[config.mk]
export PLATFORM = sky130hd
export DESIGN_NAME = cia402_axis_bringup_sequencer
export DESIGN_NICKNAME = d
export VERILOG_FILES = /design/src/cbs_pkg.sv /design/src/cia402_axis_bringup_sequencer.sv
export SDC_FILE = /design/constraint.sdc
export NUM_CORES = 1
export LEC_CHECK = 0
export ABC_CLOCK_PERIOD_IN_PS = 8100
export BUFFER_PORTS_ARGS = -buffer_cell sky130_fd_sc_hd__buf_2
export CORE_MARGIN = 8
export CORE_UTILIZATION = 42
export DETAILED_ROUTE_END_ITERATION = 10
export GPL_TIMING_DRIVEN = 0
export SYNTH_ARGS = -nofsm -noshare
export SYNTH_HDL_FRONTEND = slang
export SYNTH_SLANG_ARGS = --single-unit
[constraint.sdc]
create_clock -name clk_i -period 8.1 [get_ports clk_i]
set_input_delay 2.025 -clock clk_i [delete_from_list [all_inputs] [get_ports clk_i]]
set_output_delay 2.025 -clock clk_i [all_outputs]
set_load 0.05 [all_outputs]
[src/cbs_pkg.sv]
package cbs_pkg;

  // payload widths fixed by the bus process data
  localparam int AxisW   = 3;
  localparam int StepW   = 3;
  localparam int CfgIdxW = 2;
  localparam int CfgW    = 20;
  localparam int WindowW = 20;

  typedef enum logic [1:0] {
    OP_HOMING  = 2'd0,
    OP_CSP     = 2'd1,
    OP_ENABLE  = 2'd2,
    OP_DISABLE = 2'd3
  } op_e;

  typedef enum logic [CfgIdxW-1:0] {
    CFG_HOMING_MODE = 2'd0,
    CFG_CSP_MODE    = 2'd1,
    CFG_POS_WINDOW  = 2'd2,
    CFG_UNUSED      = 2'd3
  } cfg_idx_e;

  // register reset values
  localparam logic signed [7:0]  HomingModeRst = 8'sd6;
  localparam logic signed [7:0]  CspModeRst    = 8'sd8;
  localparam logic [WindowW-1:0] WindowRst     = 20'd300;

  // sequence steps
  localparam logic [StepW-1:0] Step0    = 3'd0;
  localparam logic [StepW-1:0] Step1    = 3'd1;
  localparam logic [StepW-1:0] Step2    = 3'd2;
  localparam logic [StepW-1:0] Step3    = 3'd3;
  localparam logic [StepW-1:0] Step4    = 3'd4;
  localparam logic [StepW-1:0] StepDone = 3'd5;

  // control words
  localparam logic [15:0] CwShutdown    = 16'h0006;
  localparam logic [15:0] CwSwitchOn    = 16'h0007;
  localparam logic [15:0] CwEnableOp    = 16'h000F;
  localparam logic [15:0] CwHomingStart = 16'h001F;

  // status word patterns, low and high byte
  localparam logic [7:0] SwReadyToSwitchOn = 8'h31;
  localparam logic [7:0] SwSwitchedOn      = 8'h33;
  localparam logic [7:0] SwOpEnabled       = 8'h37;
  localparam logic [7:0] SwHiHomingRun     = 8'h06;
  localparam logic [7:0] SwHiHomingDone    = 8'h16;

  typedef struct packed {
    logic [AxisW-1:0]   axis;
    op_e                opcode;
    logic               restart;
    logic [15:0]        drive_status;
    logic signed [7:0]  mode_display;
    logic signed [31:0] actual_position;
    logic signed [31:0] target_position;
  } in_item_t;

  typedef struct packed {
    logic [AxisW-1:0]   axis_out;
    logic [15:0]        control_word;
    logic               control_valid;
    logic signed [7:0]  mode_value;
    logic               mode_valid;
    logic signed [31:0] target_value;
    logic               target_valid;
    logic [StepW-1:0]   step_out;
    logic               homing_done;
  } out_item_t;

endpackage

[src/cia402_axis_bringup_sequencer.sv]
// an accepted request is registered in stage 1, then in the result register
// throughput: one request per cycle without stalls; per-axis step and last target are
//   read and written in stage 1, so back-to-back requests for one axis see fresh state
// reset: asynchronous, active low; all axis steps and last targets clear to zero,
//   mode codes return to homing 6 and csp 8, position window to 300
module cia402_axis_bringup_sequencer #(
  parameter int AXES = 8
) (
  input  logic                          clk_i,
  input  logic                          rst_ni,
  // request side
  input  logic                          in_valid_i,
  output logic                          in_stall_o,
  input  cbs_pkg::in_item_t             in_data_i,
  // result side
  output logic                          out_valid_o,
  input  logic                          out_stall_i,
  output cbs_pkg::out_item_t            out_data_o,
  // configuration writes
  input  logic                          cfg_we_i,
  input  logic [cbs_pkg::CfgIdxW-1:0]   cfg_index_i,
  input  logic [cbs_pkg::CfgW-1:0]      cfg_data_i
);
  import cbs_pkg::*;

  // the axis field can only reach 2**AxisW slots, so storage never exceeds that
  localparam int MaxSlots = 1 << AxisW;
  localparam int NumSlots = (AXES < MaxSlots) ? AXES : MaxSlots;
  localparam int IdxW     = (NumSlots > 1) ? $clog2(NumSlots) : 1;

  // configuration registers
  logic signed [7:0]  homing_mode_q;
  logic signed [7:0]  csp_mode_q;
  logic [WindowW-1:0] window_q;

  // per-axis state
  logic [StepW-1:0]   step_q [NumSlots];
  logic signed [31:0] last_tgt_q [NumSlots];

  // input stage and result stage
  in_item_t  s1_q;
  logic      s1_valid_q;
  out_item_t out_q, out_d;
  logic      out_valid_q;

  logic       adv;
  logic       in_acc;

  // datapath signals
  logic               in_range;
  logic [IdxW-1:0]    slot;
  logic [StepW-1:0]   st_cur, st_nxt;
  logic               tgt_we;
  logic signed [31:0] tgt_val;
  logic [7:0]         sw_lo, sw_hi;
  logic signed [32:0] d_last, d_tgt;
  logic signed [33:0] w_pos, w_neg, d_last_x, d_tgt_x;
  logic               win_ok;

  //--------------------------------------------------------------------------
  // handshake: stage 1 moves into the result register when that register is
  // free or being drained; a held result does not block one more request
  //--------------------------------------------------------------------------
  assign adv        = s1_valid_q && (!out_valid_q || !out_stall_i);
  assign in_stall_o = s1_valid_q && !adv;
  assign in_acc     = in_valid_i && !in_stall_o;

  assign out_valid_o = out_valid_q;
  assign out_data_o  = out_q;

  always_ff @(posedge clk_i or negedge rst_ni) begin
    if (!rst_ni) begin
      s1_valid_q  <= 1'b0;
      out_valid_q <= 1'b0;
    end else begin
      if (in_acc) begin
        s1_valid_q <= 1'b1;
      end else if (adv) begin
        s1_valid_q <= 1'b0;
      end
      if (adv) begin
        out_valid_q <= 1'b1;
      end else if (!out_stall_i) begin
        out_valid_q <= 1'b0;
      end
    end
  end

  // payload registers, no reset needed
  always_ff @(posedge clk_i) begin
    if (in_acc) begin
      s1_q <= in_data_i;
    end
    if (adv) begin
      out_q <= out_d;
    end
  end

  //--------------------------------------------------------------------------
  // configuration port; index 3 is ignored
  //--------------------------------------------------------------------------
  always_ff @(posedge clk_i or negedge rst_ni) begin
    if (!rst_ni) begin
      homing_mode_q <= HomingModeRst;
      csp_mode_q    <= CspModeRst;
      window_q      <= WindowRst;
    end else if (cfg_we_i) begin
      unique case (cfg_idx_e'(cfg_index_i))
        CFG_HOMING_MODE: homing_mode_q <= cfg_data_i[7:0];
        CFG_CSP_MODE:    csp_mode_q    <= cfg_data_i[7:0];
        CFG_POS_WINDOW:  window_q      <= cfg_data_i[WindowW-1:0];
        default: ;
      endcase
    end
  end

  //--------------------------------------------------------------------------
  // per-axis lookup
  //--------------------------------------------------------------------------
  assign in_range = (AXES >= MaxSlots) || (int'(s1_q.axis) < AXES);
  assign slot     = in_range ? s1_q.axis[IdxW-1:0] : '0;
  assign sw_lo    = s1_q.drive_status[7:0];
  assign sw_hi    = s1_q.drive_status[15:8];

  // csp settle window: both differences are exact 33-bit values, compared
  // strictly against plus and minus the window
  assign d_last   = {last_tgt_q[slot][31], last_tgt_q[slot]}
                  - {s1_q.actual_position[31], s1_q.actual_position};
  assign d_tgt    = {s1_q.target_position[31], s1_q.target_position}
                  - {s1_q.actual_position[31], s1_q.actual_position};
  assign d_last_x = {d_last[32], d_last};
  assign d_tgt_x  = {d_tgt[32], d_tgt};
  assign w_pos    = {{(34-WindowW){1'b0}}, window_q};
  assign w_neg    = -w_pos;
  assign win_ok   = (d_last_x > w_neg) && (d_last_x < w_pos)
                 && (d_tgt_x > w_neg) && (d_tgt_x < w_pos);

  //--------------------------------------------------------------------------
  // sequence step and result
  //--------------------------------------------------------------------------
  always_comb begin
    // restart clears the step; steps past done behave as done
    st_cur = s1_q.restart ? Step0 : step_q[slot];
    if (st_cur > StepDone) begin
      st_cur = StepDone;
    end
    st_nxt  = st_cur;
    tgt_we  = 1'b0;
    tgt_val = '0;
    out_d   = '0;
    out_d.axis_out = s1_q.axis;

    if (in_range) begin
      unique case (s1_q.opcode)
        OP_HOMING: begin
          case (st_cur)
            Step0: begin
              out_d.control_word  = CwShutdown;
              out_d.control_valid = 1'b1;
              if (sw_lo == SwReadyToSwitchOn) st_nxt = Step1;
            end
            Step1: begin
              out_d.mode_value = homing_mode_q;
              out_d.mode_valid = 1'b1;
              if (s1_q.mode_display == homing_mode_q) st_nxt = Step2;
            end
            Step2: begin
              out_d.control_word  = CwSwitchOn;
              out_d.control_valid = 1'b1;
              if (sw_lo == SwSwitchedOn) st_nxt = Step3;
            end
            Step3: begin
              out_d.control_word  = CwEnableOp;
              out_d.control_valid = 1'b1;
              if (sw_lo == SwOpEnabled && sw_hi == SwHiHomingRun) st_nxt = Step4;
            end
            Step4: begin
              out_d.control_word  = CwHomingStart;
              out_d.control_valid = 1'b1;
              if (sw_lo == SwOpEnabled && sw_hi == SwHiHomingDone) begin
                st_nxt            = StepDone;
                out_d.homing_done = 1'b1;
              end
            end
            default: ;
          endcase
        end
        OP_CSP: begin
          case (st_cur)
            Step0: begin
              out_d.control_word  = CwShutdown;
              out_d.control_valid = 1'b1;
              if (sw_lo == SwReadyToSwitchOn) st_nxt = Step1;
            end
            Step1: begin
              out_d.mode_value = csp_mode_q;
              out_d.mode_valid = 1'b1;
              if (s1_q.mode_display == csp_mode_q) st_nxt = Step2;
            end
            Step2: begin
              // hold the drive where it stands until the target is close
              tgt_we  = 1'b1;
              tgt_val = s1_q.actual_position;
              if (win_ok) st_nxt = Step3;
            end
            Step3: begin
              out_d.control_word  = CwSwitchOn;
              out_d.control_valid = 1'b1;
              if (sw_lo == SwSwitchedOn) st_nxt = Step4;
            end
            Step4: begin
              out_d.control_word  = CwEnableOp;
              out_d.control_valid = 1'b1;
              if (sw_lo == SwOpEnabled) st_nxt = StepDone;
            end
            default: begin
              // running: pass the commanded target through
              tgt_we  = 1'b1;
              tgt_val = s1_q.target_position;
            end
          endcase
        end
        OP_ENABLE: begin
          case (st_cur)
            Step0: begin
              out_d.control_word  = CwShutdown;
              out_d.control_valid = 1'b1;
              if (sw_lo == SwReadyToSwitchOn) st_nxt = Step1;
            end
            Step1: begin
              out_d.control_word  = CwSwitchOn;
              out_d.control_valid = 1'b1;
              if (sw_lo == SwSwitchedOn) st_nxt = Step2;
            end
            Step2: begin
              out_d.control_word  = CwEnableOp;
              out_d.control_valid = 1'b1;
              if (sw_lo == SwOpEnabled) st_nxt = StepDone;
            end
            default: ;
          endcase
        end
        default: begin
          // disable: only the shutdown step is used
          if (st_cur == Step0) begin
            out_d.control_word  = CwShutdown;
            out_d.control_valid = 1'b1;
            if (sw_lo == SwReadyToSwitchOn) st_nxt = StepDone;
          end
        end
      endcase
      out_d.step_out = st_nxt;
    end

    out_d.target_value = tgt_val;
    out_d.target_valid = tgt_we;
  end

  // state update when the request leaves stage 1
  always_ff @(posedge clk_i or negedge rst_ni) begin
    if (!rst_ni) begin
      for (int i = 0; i < NumSlots; i++) begin
        step_q[i]     <= '0;
        last_tgt_q[i] <= '0;
      end
    end else if (adv && in_range) begin
      step_q[slot] <= st_nxt;
      if (tgt_we) begin
        last_tgt_q[slot] <= tgt_val;
      end
    end
  end

  //--------------------------------------------------------------------------
  // checks
  //--------------------------------------------------------------------------
  // at most one object is written per result
  assert property (@(posedge clk_i) disable iff (!rst_ni)
    out_valid_o |-> $countones({out_data_o.control_valid, out_data_o.mode_valid,
                                out_data_o.target_valid}) <= 1)
    else $error("more than one write flagged in one result");

  // homing completion always lands on the done step
  assert property (@(posedge clk_i) disable iff (!rst_ni)
    out_valid_o && out_data_o.homing_done |-> out_data_o.step_out == StepDone)
    else $error("homing done without done step");

  // a free result side never pushes back on requests
  assert property (@(posedge clk_i) disable iff (!rst_ni)
    !out_stall_i |-> !in_stall_o)
    else $error("request stalled while results drain");

  // a result is registered in the cycle after stage 1 moves
  assert property (@(posedge clk_i) disable iff (!rst_ni)
    adv |=> out_valid_q)
    else $error("result lost after stage 1 advanced");

endmodule

==> summary.txt, run 1 <==
Max Cap Viol: 0
CP Max Fanout: 10
Status: finished clean
Crit path time final: 7780 ps
GPL Wtd Cong: 0.946
Total Wirelength: 85.8 mm
Clk slew on worst S/H paths: 70 ps
Worst vdd ir: 0.000147 V
DR pass1 iterations: 7
Worst-Skew Late Latency: 620 ps
Top cells by area, synth: dfrtp_1, edfxtp_1, ha_1
# IOs: 189
Max H-tree Level: 2
Vias in the first global route: 20909
Layout fillers: 5540
Initial DRC count: 2147
Sink Count: 465
All-Layer GR Usage: 24.5%
Synthesis-to-finish area growth: 16.3%
Final Setup Violations: 0
Std-Cell Rows: 90
CP peak stage delay: 620 ps
Crit start category: flop
Clock Skew: 33.7 ps
Max clock buf depth: 3
CP endpoint kind: flop
Area leader, netlist: dfrtp_1
Slew Viols, Final: 0
Final worst slack: 320 ps
Leak: 12.9 nW
Most numerous cell in the Yosys netlist: nand2_1
Nets@finish: 3128
Post-synth top flop: dfrtp_1
Synth top cells by count: nand2_1, o21ai_0, dfrtp_1
Critical Path AT: 8220 ps
Least-Margin Pin Slew: 1350 ps
DRT antenna net count: 0
CTS Buf Count: 49
Vert. Die Dim: 261 µm
DRC viols: 0
Most used cell, CP: o211ai_1
Slowest-stage cell, CP: or4_4
Cells after DPL: 3553
Post-synthesis instance area: 25300 µm²
First-pass GRT wire length: 128 mm
Final period util: 96.1%
Routed vias/inst: 5.90
Max Clk Rate: 129 MHz
Die width: 261 µm
Hpwl dp: 63.7 mm
Critical path class: flop to flop
Post-synth top area share: 30.8%
Initial antenna violation count: 0
Initial Utilization: 42.2%
Hold/Removal Path Class: flop to flop
Distinct cells, synth: 84
Sequential area share after synthesis: 49.0%
Hold-fix buffers at CTS: 0
Synthesized instance count: 2579
Overflow left after global routing: 0
TritonCTS clock tree: done
Share of layout cells above drive strength 1: 15.1%
Place WS: -2270 ps
DR WL/cell: 23.5 µm
Yosys warns: 0
Req. time, crit path: 8540 ps
Final Hold Viols: 0
Input/output buffers: 177
Root Driver: clkbuf_16
Placeable Area: 59900 µm²
Via count: 21571
Ant diodes: 0
Post-route insts no fill: 3655
Rel. slew slack: 10.1%
EDFF count, synth: 147
Yosys reg bits: 465
Die area: 68300 µm²
Pwr Density: 207 nW/µm²
Largest net degree at the start of global routing: 103
Async S/R FF share, synth: 68.4%
Syn_area_per_cell: 9.80 µm²
## kinds of logic (layout without fill, tap and decap cells)
| logic type | Yosys count | count (layout) | synth area share [%] |
|---|---|---|---|
| and+or+nand+nor | 760 | 760 | 13.3 |
| DFF | 465 | 465 | 49.0 |
| AOI/OAI and AO/OA | 772 | 773 | 18.9 |
| muxes | 76 | 76 | 3.36 |
| other | 1 | 11 | 0.0148 |
| xor gates and xnor gates | 82 | 82 | 2.84 |
| adders and majority gates | 173 | 173 | 8.63 |
| buffers and inverters | 250 | 533 | 3.92 |
## through the flow
stage	cell area, µm²	TNS, ps	utilization (%)	total power [mW]	hold WS (ps)
detailed placement	27300	-19720	45.6	3.80	451
global route	29400	-319	49.0	6.32	499
CTS	29100	0	48.6	6.08	480
floorplan	25300	0	-	3.42	424
global placement	27200	-330900	45.3	3.77	435
finish	29400	0	49.0	6.08	479
## worst max-delay path: cells and delay by family, from the launching register on
family	cells	cell delay (ps)
and+or+nand+nor	8	2460
AOI/OAI and AO/OA	10	2360
buffers and inverters	5	1150
adders and majority gates	2	740
xor gates and xnor gates	2	460
DFF	1	440
## placed cells by master (no fill, tap or decap), types with 28 or more instances in the layout
master / count
a21oi_1: 115
a221oi_1: 28
a22oi_1: 74
buf_2: 180
buf_4: 37
clkbuf_1: 92
clkbuf_16: 50
dfrtp_1: 311
edfxtp_1: 147
ha_1: 165
inv_1: 113
mux2_2: 50
nand2_1: 438
nand3_1: 62
nand4_1: 43
nor2_1: 95
o21ai_0: 362
xnor2_1: 42
xor2_1: 37
## what timing repair did
action / CTS / global route
cloned: 0 / 1
endpoints found under the setup margin: 9 / 9
pin swaps: 0 / 20
setup buffers: 1 / 13
gates resized for setup: 67 / 54
## path summary, 6_finish.rpt
| check | startpoint | to | slack (ps) | cells past startpoint |
|---|---|---|---|---|
| max | slot[1]$_DFFE_PP_ | out_data_o[1]$_DFFE_PP_ | 320 | 27 |
| min in group asynchronous | rst_ni | window_q[18]$_DFFE_PN0P_ | 1280 | 1 |
| max in group asynchronous | rst_ni | last_tgt_q[199]$_DFFE_PN0P_ | 5090 | 4 |
| min | last_tgt_q[173]$_DFFE_PN0P_ | last_tgt_q[173]$_DFFE_PN0P_ | 480 | 2 |
| max reg2reg | slot[1]$_DFFE_PP_ | out_data_o[1]$_DFFE_PP_ | 320 | 27 |
| min reg2reg | last_tgt_q[173]$_DFFE_PN0P_ | last_tgt_q[173]$_DFFE_PN0P_ | 480 | 2 |
## power by group
group | switching [mW] | leakage (nW) | internal (mW)
sequential | 0.0814 | 5.77 | 2.55
clock | 0.999 | 0.802 | 1.29
combinational | 0.754 | 6.33 | 0.407
## layout make-up
cell class | count | area, µm² | area share (%)
Clock buffer | 66 | 1400 | 4.77
Inverter | 116 | 439 | 1.49
Sequential cell | 465 | 12400 | 42.1
Clock inverter | 24 | 223 | 0.758
Timing Repair Buffer | 196 | 1140 | 3.88
Buffer | 131 | 646 | 2.20
Multi-Input combinational cell | 1875 | 12200 | 41.4
Tap cell | 782 | 978 | 3.33
## sequential cells by signal, indices dropped and copies added (netlist names), 3 cells and up
name and flops:
homing_mode_q 8, last_tgt_q 256, step_q 24, window_q 20, s1_q 91, slot 3
csp_mode_q 8, out_data_o 53
## per-layer routing
metal  GRT usage, %  routed length, µm  part of all wire (%)  vias up
li1               -                  -                     -     9840
met1           33.1              36800                    43    10652
met2           39.6              39400                    46      901
met3           3.72               6290                   7.3      178
met4           9.43               3310                   3.9        0
met5              0                  0                     0        -
Note: power is estimated with default switching activity, not from simulation.
==> run 2: changes to the inputs <==
--- a/config.mk
+++ b/config.mk
@@ -11,6 +11,7 @@
 export CORE_UTILIZATION = 42
 export DETAILED_ROUTE_END_ITERATION = 10
 export GPL_TIMING_DRIVEN = 0
+export PLACE_DENSITY = 0.7
 export SYNTH_ARGS = -nofsm -noshare
 export SYNTH_HDL_FRONTEND = slang
 export SYNTH_SLANG_ARGS = --single-unit
==> run 2 against run 1 <==
Worst hold slack got worse by 5.2 ps; largest power group unchanged; clock power fell by 6%; maximum frequency is 2.5% lower; sequential cell count unchanged; critical endpoint unchanged; wire length decreased by 5.3%.
==> summary.txt, run 2 (synthesis gave the netlist of run 1 again) <==
Req. time, crit path: 8530 ps (about the same)
First-pass GRT wire length: 123 mm (-4.1%)
Post-route insts no fill: 3649 (-0.16%)
Die area: 68300 µm² (unchanged)
Total Wirelength: 81.3 mm (-5.3%)
M1 wire length: 32.8 mm (-11%)
Ant diodes: 0 (unchanged)
Placeable Area: 59900 µm² (unchanged)
Part of the power in registers: 44.5% (+1.2 points)
DR pass1 iterations: 6 (-1)
Max reg flops: 256 (unchanged)
TritonCTS clock tree: done
Die width: 261 µm (unchanged)
CP peak stage delay: 600 ps (-20 ps)
Worst-Skew Late Latency: 600 ps (-20 ps)
Layout fillers: 5639 (+1.8%)
Slew Viols, Final: 0 (unchanged)
Pint: 4.17 mW (-1.7%)
Clock power share: 36.3% (-1.3 points)
Final worst slack: 117 ps (-203 ps)
Setup TNS: 0 ps (unchanged)
DRT antenna net count: 0 (unchanged)
Multi-input gate area: 12100 µm² (-0.40%)
WHS Endpoint: out_valid_o$_DFFE_PN0P_
CP Buf/Inv Count: 4 (-1)
Clk slew on worst S/H paths: 60 ps (about the same)
Met2 WL post-DR: 37.5 mm (-4.9%)
GPL Wtd Cong: 0.975 (+3.1%)
Least-Margin Pin Slew: 1230 ps (-113 ps)
Worst hold stages: 1 (-1)
Hold/Removal Path Class: flop to flop
Pwr Density: 203 nW/µm² (-1.9%)
Crit path time final: 7980 ps (+203 ps)
CP top delay family: compound AO/OA/AOI/OAI gates
Rel. slew slack: 17.7% (+7.6 points)
Hpwl dp: 59.8 mm (-6.2%)
Storage element area: 12400 µm² (unchanged)
Final Setup Violations: 0 (unchanged)
Cells after DPL: 3552 (-0.028%)
Std-Cell Rows: 90 (unchanged)
R2r setup slk: 120 ps (-200 ps)
CP endpoint kind: flop
Initial DRC count: 2022 (-5.8%)
Input/output buffers: 177 (unchanged)
DR WL/cell: 22.3 µm (-5.2%)
Crit start category: flop
Clock Skew: 27.1 ps (-6.57 ps)
Initial Utilization: 42.2% (unchanged)
Worst R2R Path Depth: 27 (unchanged)
Most common cell after layout, fill and taps aside: nand2_1
Leak: 12.8 nW (-0.71%)
Vias in the first global route: 20890 (-0.091%)
Initial antenna violation count: 1 (+1)
Vert. Die Dim: 261 µm (unchanged)
Max Cap Viol: 0 (unchanged)
Commonest non-fill, non-tap cells in the layout: nand2_1, o21ai_0, dfrtp_1
Critical Path AT: 8420 ps (+200 ps)
Hold path startpoint: s1_valid_q$_DFFE_PN0P_
Share of layout cells above drive strength 1: 14.5% (-0.63 points)
Combinational share of power: 19.1% (about the same)
Top reg by flops: last_tgt_q
Worst flop-to-flop path endpoint: out_data_o[1]$_DFFE_PP_
Nets@finish: 3122 (-0.19%)
Overflow left after global routing: 0 (unchanged)
Sw Share: 29.5% (-0.68 points)
Max clock buf depth: 3 (unchanged)
Final period util: 98.6% (+2.5 points)
RR Startpoint: slot[0]$_DFFE_PP_
CP Max Fanout: 10 (unchanged)
Worst vdd ir: 0.000137 V (-7.4%)
Met3 wire len: 7.99 mm (+27%)
Root Driver: clkbuf_16
Slowest-stage cell, CP: or4_1
Routed vias/inst: 5.84 (-1.1%)
Critical path class: flop to flop
Largest net degree at the start of global routing: 122 (+18%)
Status: finished clean
CP Depth: 27 (unchanged)
Hold-fix buffers at CTS: 0 (unchanged)
All-Layer GR Usage: 23.3% (-1.2 points)
Top Metal Used: met4
Final Hold Viols: 0 (unchanged)
# IOs: 189 (unchanged)
Net switching power: 1.75 mW (-4.9%)
DRC viols: 0 (unchanged)
Place WS: -2320 ps (-41.2 ps)
Max Clk Rate: 125 MHz (-2.5%)
Via count: 21294 (-1.3%)
CTS Buf Count: 47 (-4.1%)
Overall power: 5.92 mW (-2.7%)
Max H-tree Level: 2 (unchanged)
Sink Count: 465 (unchanged)
Synthesis-to-finish area growth: 15.4%
Final design utilization: 48.7% (-0.37 points)
run 2: how the worst max path moves through the flow:
stage / startpoint / end / slack [ps]
6_report: slot[0]$_DFFE_PP_ / out_data_o[1]$_DFFE_PP_ / 120
5_1_grt: slot[0]$_DFFE_PP_ / out_data_o[1]$_DFFE_PP_ / -80
4_1_cts: slot[2]$_DFFE_PP_ / out_data_o[1]$_DFFE_PP_ / 40
3_5_place_dp: slot[2]$_DFFE_PP_ / out_data_o[1]$_DFFE_PP_ / -2320
3_3_place_gp: slot[2]$_DFFE_PP_ / out_data_o[1]$_DFFE_PP_ / -2300
2_1_floorplan: slot[2]$_DFFE_PP_ / out_data_o[1]$_DFFE_PP_ / 1160
run 2: timing repair:
item | CTS | global route
setup buffers | 1 | 11
endpoints found under the hold margin | 0 | 0
setup endpoints to repair | 9 | 9
cloned | 0 | 1
pin swaps | 1 | 8
gates resized for setup | 53 | 53
run 2: routing by layer:
metal / up-vias / GRT usage, %
met5: - / 0
met4: 0 / 8.26
met3: 172 / 5.91
met2: 929 / 37.5
met1: 10362 / 30.4
li1: 9831 / -
run 2: cell type report:
type                            count  area share, %
Buffer                            130           2.17
Clock buffer                       73           4.66
Clock inverter                     15          0.485
Inverter                          116           1.52
Multi-Input combinational cell   1875           41.6
Sequential cell                   465           42.5
Tap cell                          782           3.36
Timing Repair Buffer              193           3.78
run 2: power groups by stage:
| stage | Combinational [mW] | Sequential [mW] | Clock (mW) |
|---|---|---|---|
| final | 1.13 | 2.63 | 2.15 |
| after global routing | 1.25 | 2.65 | 2.27 |
| after CTS | 1.11 | 2.63 | 2.18 |
| after detailed placement | 1.10 | 2.68 | 0 |
| after global placement | 1.07 | 2.68 | 0 |
| after floorplan | 0.698 | 2.72 | 0 |
run 2: stage by stage:
step,area [µm²],hold WS [ps]
2_1_floorplan,25300,424
3_3_place_gp,27200,429
3_5_place_dp,27300,448
4_1_cts,28900,477
5_1_grt,29200,496
6_report,29200,474
